File: src/design/c2dp_pkg.sv
// Shared types and constants for the complex-to-display-pixel block.
// No dependencies; imported by every module of the block.
package c2dp_pkg;

    // Fixed-point formats
    localparam int FRAC_BITS    = 16;
    localparam int GAIN_FRAC    = 16;
    localparam int PHASE_BITS   = 32;
    localparam int CORDIC_STEPS = 30;
    localparam int SQRT_STEPS   = 32;

    // Right shifts that bring each product back to pixel units
    localparam int SH_SQ  = 2 * FRAC_BITS + GAIN_FRAC;
    localparam int SH_LIN = FRAC_BITS + GAIN_FRAC;
    localparam int SH_PH  = PHASE_BITS + GAIN_FRAC;

    // Largest frame dimension; larger size registers are clamped to it
    localparam logic [12:0] MAX_DIM = 13'd4096;

    // Register stages from the input register to the pixel register
    localparam int PIPE_DEPTH = 38;

    // Display modes
    localparam logic [2:0] MODE_SQ    = 3'd0;
    localparam logic [2:0] MODE_MAG   = 3'd1;
    localparam logic [2:0] MODE_RE    = 3'd2;
    localparam logic [2:0] MODE_IM    = 3'd3;
    localparam logic [2:0] MODE_PHASE = 3'd4;

    // Configuration register indexes
    localparam logic [2:0] CFG_MODE   = 3'd0;
    localparam logic [2:0] CFG_SHIFT  = 3'd1;
    localparam logic [2:0] CFG_GAIN   = 3'd2;
    localparam logic [2:0] CFG_ROWS   = 3'd3;
    localparam logic [2:0] CFG_COLS   = 3'd4;

    typedef struct packed {
        logic signed [31:0] real_part;
        logic signed [31:0] imag_part;
        logic [11:0]        in_row;
        logic [11:0]        in_col;
    } in_item_t;

    typedef struct packed {
        logic [7:0]  pixel_value;
        logic [11:0] out_row;
        logic [11:0] out_col;
    } out_item_t;

    // atan(2^-i) in units of 2^-32 turn
    function automatic logic [31:0] turn_step(input int i);
        logic [31:0] t;
        case (i)
            0:  t = 32'h2000_0000;
            1:  t = 32'h12E4_051E;
            2:  t = 32'h09FB_385B;
            3:  t = 32'h0511_11D4;
            4:  t = 32'h028B_0D43;
            5:  t = 32'h0145_D7E1;
            6:  t = 32'h00A2_F61E;
            7:  t = 32'h0051_7C55;
            8:  t = 32'h0028_BE53;
            9:  t = 32'h0014_5F2F;
            10: t = 32'h000A_2F98;
            11: t = 32'h0005_17CC;
            12: t = 32'h0002_8BE6;
            13: t = 32'h0001_45F3;
            14: t = 32'h0000_A2FA;
            15: t = 32'h0000_517D;
            16: t = 32'h0000_28BE;
            17: t = 32'h0000_145F;
            18: t = 32'h0000_0A30;
            19: t = 32'h0000_0518;
            20: t = 32'h0000_028C;
            21: t = 32'h0000_0146;
            22: t = 32'h0000_00A3;
            23: t = 32'h0000_0051;
            24: t = 32'h0000_0029;
            25: t = 32'h0000_0014;
            26: t = 32'h0000_000A;
            27: t = 32'h0000_0005;
            28: t = 32'h0000_0003;
            29: t = 32'h0000_0001;
            default: t = 32'h0000_0000;
        endcase
        return t;
    endfunction

    // Half-frame swap of one index
    function automatic logic [11:0] place(input logic [11:0] idx, input logic [12:0] size,
                                          input logic swap);
        logic [12:0] n;
        logic [11:0] half;
        n    = (size > MAX_DIM) ? MAX_DIM : size;
        half = n[12:1];
        if (!swap)
            return idx;
        else if (idx < half)
            return idx + half;
        else
            return idx - half;
    endfunction

endpackage

File: src/design/c2dp_sqrt.sv
// Pipelined integer square root, one result bit per stage.
// Depends on c2dp_pkg.
module c2dp_sqrt (
    input  logic        clk,
    input  logic        en,
    input  logic [63:0] value,
    output logic [31:0] root
);
    import c2dp_pkg::*;

    logic [63:0] rem_reg  [SQRT_STEPS-1];
    logic [63:0] root_reg [SQRT_STEPS];

    for (genvar j = 0; j < SQRT_STEPS; j++) begin : g_step
        localparam logic [63:0] ONE = 64'd1 << (62 - 2 * j);
        logic [63:0] rem_in;
        logic [63:0] root_in;
        logic [63:0] trial;
        logic        take;

        if (j == 0) begin : g_first
            assign rem_in  = value;
            assign root_in = '0;
        end
        else begin : g_next
            assign rem_in  = rem_reg[j-1];
            assign root_in = root_reg[j-1];
        end

        assign trial = root_in + ONE;
        assign take  = (rem_in >= trial);

        always_ff @(posedge clk)
        begin
            if (en)
            begin
                root_reg[j] <= take ? ((root_in >> 1) + ONE) : (root_in >> 1);
            end
        end

        // last step needs no remainder
        if (j < SQRT_STEPS - 1) begin : g_rem
            always_ff @(posedge clk)
            begin
                if (en)
                begin
                    rem_reg[j] <= take ? (rem_in - trial) : rem_in;
                end
            end
        end
    end

    assign root = root_reg[SQRT_STEPS-1][31:0];

endmodule

File: config.mk
export PLATFORM = sky130hd
export DESIGN_NAME = c2dp_sqrt
export DESIGN_NICKNAME = d
export VERILOG_FILES = /design/src/design/c2dp_pkg.sv /design/src/design/c2dp_sqrt.sv
export SDC_FILE = /design/constraint.sdc
export NUM_CORES = 2
export LEC_CHECK = 0
export ABC_CLOCK_PERIOD_IN_PS = 8000
export BUFFER_PORTS_ARGS = -buffer_cell sky130_fd_sc_hd__clkbuf_2
export CAP_MARGIN = 20
export CORE_MARGIN = 3
export CORE_UTILIZATION = 45
export CTS_CLUSTER_SIZE = 14
export DETAILED_ROUTE_END_ITERATION = 16
export PLACE_DENSITY = 0.64
export SETUP_SLACK_MARGIN = 0.5
export SLEW_MARGIN = 25
export SYNTH_ARGS = -nofsm -noshare
export SYNTH_HDL_FRONTEND = slang
export SYNTH_SLANG_ARGS = --single-unit
export TNS_END_PERCENT = 10
File: constraint.sdc
create_clock -name clk -period 8 [get_ports clk]
set_clock_uncertainty 0.15 [all_clocks]
set_input_delay 0.8 -clock clk [delete_from_list [all_inputs] [get_ports clk]]
set_output_delay 0.8 -clock clk [all_outputs]
set_load 0.02 [all_outputs]
-- Word-level counts from Yosys, hierarchy flattened
Memory sizes are Yosys's and may differ from the RTL's.
Cells that the tools add are included.
- register bits after elaboration: 0
- RAM bits: 4032
- input port bits: 66
- memories kept: 2
- memory list (name ; depth ; bits a word ; read ports ; clocked after memory_dff ; wr ports ; line ; RTL):
    root_reg ; 32 ; 64 ; 32 ; 0 ; 32 ; c2dp_sqrt.sv:12 ; logic [63:0] root_reg [SQRT_STEPS];
    rem_reg ; 31 ; 64 ; 31 ; 0 ; 31 ; c2dp_sqrt.sv:11 ; logic [63:0] rem_reg [SQRT_STEPS-1];
- add/sub/neg operators: 93
- order comparisons: 32
- mux-type cells: 65
- operator list (cell ; count):
    $mux 64 ; 62
    $ge 64x64->1 ; 31
    $sub 64x64->64 ; 30
    $add 63x1->64 const B ; 1
    $add 63x11->64 const B ; 1
    $add 63x13->64 const B ; 1
    $add 63x15->64 const B ; 1
    $add 63x17->64 const B ; 1
    $add 63x19->64 const B ; 1
    $add 63x21->64 const B ; 1
    $add 63x23->64 const B ; 1
    $add 63x25->64 const B ; 1
    $add 63x27->64 const B ; 1
    $add 63x29->64 const B ; 1
    $add 63x3->64 const B ; 1
    $add 63x31->64 const B ; 1
    $add 63x33->64 const B ; 1
    $add 63x35->64 const B ; 1
    $add 63x37->64 const B ; 1
    $add 63x39->64 const B ; 1
    $add 63x41->64 const B ; 1
    $add 63x43->64 const B ; 1
    $add 63x45->64 const B ; 1
    $add 63x47->64 const B ; 1
    other kinds (45) ; 46

-- Depth between registers and ports, before layout
An unclocked memory read counts as a cell.
- word-level depth: 4
- mapped depth: 16
- mapped depth without buffers: 12

-- Worst setup path before layout
Ideal clock, no wire load.
- kind: reg2reg
- start: mem rem_reg[25][13], in the netlist rem_reg[1][589]
- end: mem rem_reg[26][12], in the netlist rem_reg[1][652] (data pin)
- library setup time: 0.270 ns
- arrival time: 3.164 ns
- data required time: 7.580 ns
- slack: 4.416 ns
- stages on the path, launching flop included: 13
- buffers on the path: 3
- period minus slack after synthesis: 3.584 ns
- cell sequence: edfxtp_1 > ha_1 > or4b_2 > nor4b_1 > nand4_1 > o211a_1 > and2_1 > and2_1 > clkbuf_1 > inv_1 > clkbuf_1 > clkbuf_1 > a21oi_1
- RTL lines (element ; line):
    start: declaration ; c2dp_sqrt.sv:11

==> flow_summary.toml <==
[setup_path]
critPathKind = "flop to flop"
cp_max_fo = 32
cp-start-kind = "flop"
worst_ep_arrival_time_ns = 5.33
end_kind = "flop"
crit_required_ns = 8.42

[grt]
grt_max_degree = 202
gr-total-overflow = 0
gr-usage-all-layers_pct = 23.0
antenna_found_initial = 17
grt_pass1_wl_um = 484000
grt_pass1_vias = 77641

[synthesis]
ys_seq_area_share_pct = 62.3
synth-edff-count = 2512
ys_warn_count = 0
synth_top_cell_by_area = "edfxtp_1"
syn_avg_cell_area_um2 = 12.5
synth_top_family_by_area = "simple AND/OR/NAND/NOR gates"
yosysTopAreaCellShare_pct = 62.3
synth_adder_area_share_pct = 5.76
synth_xor_area_share_pct = 6.40
synth_compound_area_share_pct = 9.78
syn_nets = 10355
synth_cell_types = 91
yosys-mux-area-fraction_pct = 0.617
synthFlopType = "edfxtp_1"
synthArstFlopShare_pct = 0
synth_simple_gate_area_share_pct = 12.3
synth.area.top_cells = "edfxtp_1 (62%), ha_1 (5.8%), xnor2_1 (3.5%)"
netlist_area_um2 = 121000
ys_ff_latch = 2512
postSynthCellCount = 9731

[routing]
ant_nets = 0
vias = 78307
drt_pass1_iterations = 6
post_drt_wl_per_cell_um = 23.5
vias_per_cell = 5.68
initialDrtViolationCount = 6691
drc_errors = 0
routed_wl_um = 325000

[placed_design]
placed_area_um2 = 126000
port_buffers = 97
dp_hpwl_um = 247000
globalplace.congestion = 0.957

[cts]
ctsRootBufferMaster = "clkbuf_16"
cts_tree = "built"
cts.sinks = 2512
cts_htree_levels = 5
cts.clk_slew.worst_paths_ns = 0.06
ctsResizeCount = 0
cts_inserted_buffers = 277
clock_path_buffers = 4
clk_latency_ns = 0.86

[timing]
relSlewSlack_pct = 28.3
finalCritPeriodShare_pct = 61.5
max_freq_mhz = 203
slew_violations = 0
tightestPinTransition_ns = 1.08
fin_setup_tns_ns = 0
hold_viol = 0
setup_viol = 0
period_minus_slack_ns = 4.92
rsz0062_at_grt = "false"
timing.hold.ws_ns = 0.182

[power_and_ir_drop]
p_per_area_nw_per_um2 = 290
ir_drop_uv = 179
power_w = 0.0393
power.leakage_nw = 50.6

[die]
coreArea_um2 = 267000
die_y_um = 525
fp-row-count = 189
die_w_um = 525
die-area_um2 = 276000
ioPinCount = 98
start_util_pct = 45.5

[job]
max_cap_viol_count = 0

[layout]
fill_cells = 22775
largest_reg_flops = 1984
layout-drive-gt1-share_pct = 6.89
fin_nets = 10667
fin_area_um2 = 136000
areaGrowthSynthToFinish_pct = 11.9

[min_path]
hold_class = "input pin to flop"

[outcome]
outcome = "complete, no violations"
## metrics by stage
| step | std cells | util (%) | worst slack [ns] |
|---|---|---|---|
| floorplan | 9731 | - | 4.42 |
| global placement | 13232 | 47.3 | 2.61 |
| detailed placement | 13234 | 47.3 | 2.94 |
| CTS | 13774 | 50.8 | 2.89 |
| global route | 13780 | 50.9 | 2.86 |
| finish | 13784 | 50.9 | 3.08 |
## critical path: stages (launching register included)
cell and delay, ns:
edfxtp_1 0.43, ha_1 0.42, nand2_1 0.16, nor3b_1 0.59, nand4_1 0.28, nor3_1 0.75
nor3_1 0.21, and2_1 0.22, buf_4 0.20, inv_1 0.78, nand4b_1 0.24, xnor2_1 0.20
## synthesized netlist by cell type (all sizes together) (13+ instances only)
| cell | n |
|---|---|
| o21bai | 42 |
| nand2 | 616 |
| o21ai | 458 |
| a21boi | 33 |
| o211ai | 38 |
| o21a | 93 |
| edfxtp | 2512 |
| nand3 | 170 |
| clkbuf | 157 |
| a2111oi | 22 |
| nor2b | 72 |
| nor2 | 650 |
| inv | 722 |
| nor3 | 296 |
| and2 | 41 |
| nor4b | 52 |
| a21o | 251 |
| or2 | 42 |
| nor4 | 312 |
| o22ai | 13 |
| mux2 | 61 |
| a31oi | 62 |
| a21oi | 629 |
| and3 | 51 |
| or3 | 95 |
| buf | 34 |
| nor3b | 29 |
| xor2 | 394 |
| xnor2 | 491 |
| ha | 558 |
| o2111ai | 20 |
| and4 | 32 |
| a211oi | 48 |
| nand4b | 29 |
| o31ai | 49 |
| a211o | 23 |
| nand4 | 160 |
| nand3b | 38 |
| o41ai | 17 |
| or4 | 55 |
| nand2b | 107 |
## routing by layer
metal / part of all wire, % / global-route usage [%]
met5: 0.017 / 0
met4: 6.2 / 12.3
met3: 4.4 / 2.89
met2: 51 / 41.1
met1: 38 / 26.9
## path summary, 6_finish.rpt
path                                                  from                         end  slack (ns)  cells after the start
worst min-delay path                             value[63]    rem_reg[0][63]$_DFFE_PP_        0.18                      3
worst max-delay path             rem_reg[1][298]$_DFFE_PP_   rem_reg[1][366]$_DFFE_PP_        3.08                     11
worst max register to register   rem_reg[1][298]$_DFFE_PP_   rem_reg[1][366]$_DFFE_PP_        3.08                     11
worst min register to register  root_reg[3][171]$_DFFE_PP_  root_reg[3][234]$_DFFE_PP_        0.28                      0
## where the power goes
| part | total, W | switching, W | internal [W] | leakage, nW |
|---|---|---|---|---|
| Sequential | 0.0183 | 0.00156 | 0.0168 | 24.2 |
| Clock | 0.0124 | 0.00514 | 0.00730 | 4.23 |
| Combinational | 0.00852 | 0.00511 | 0.00341 | 22.2 |
| Total | 0.0393 | 0.0118 | 0.0275 | 50.6 |
## cells by family (layout without fill, tap and decap cells)
group	after synthesis	count (layout)
AO/OA/AOI/OAI	1911	1911
XOR/XNOR	885	885
adder cells (fa/ha/maj)	558	558
buffers and inverters	914	1425
flip-flops	2512	2512
multiplexers	67	67
other	0	9
AND/OR/NAND/NOR	2884	2884
## placed cells by master (no fill, tap or decap), types with 60 or more instances in the layout
| master | netlist | final |
|---|---|---|
| a21oi_1 | 628 | 626 |
| inv_1 | 716 | 716 |
| dlygate4sd3_1 | 0 | 62 |
| mux2_2 | 60 | 60 |
| o21a_1 | 93 | 93 |
| or3_1 | 95 | 95 |
| nor2_1 | 650 | 649 |
| nand3_1 | 170 | 170 |
| ha_1 | 558 | 558 |
| nand2_1 | 616 | 616 |
| o21ai_0 | 454 | 454 |
| xnor2_1 | 491 | 490 |
| xor2_1 | 394 | 394 |
| nand2b_1 | 107 | 107 |
| nor2b_1 | 72 | 72 |
| nor4_1 | 310 | 304 |
| clkbuf_2 | 0 | 96 |
| nand4_1 | 160 | 160 |
| clkbuf_16 | 0 | 285 |
| edfxtp_1 | 2512 | 2512 |
| nor3_1 | 293 | 292 |
| a21o_1 | 251 | 251 |
## final cells by class
cell class | count | area [um^2] | share of cell area, %
clock inverters | 142 | 1410 | 1.04
multi-input cells | 6305 | 42400 | 31.3
well taps | 3533 | 4420 | 3.26
inverters | 723 | 2720 | 2.00
flip-flops and latches | 2512 | 75400 | 55.7
diodes | 9 | 22.5 | 0.0166
clock buffers | 336 | 7320 | 5.40
repair buffers | 224 | 1780 | 1.32
## timing repair
action,4_1_cts,5_1_grt
endpoints found under the hold margin,62,0
buffers inserted,0,0
hold buffers,62,0
(Power assumes the default switching activity.)
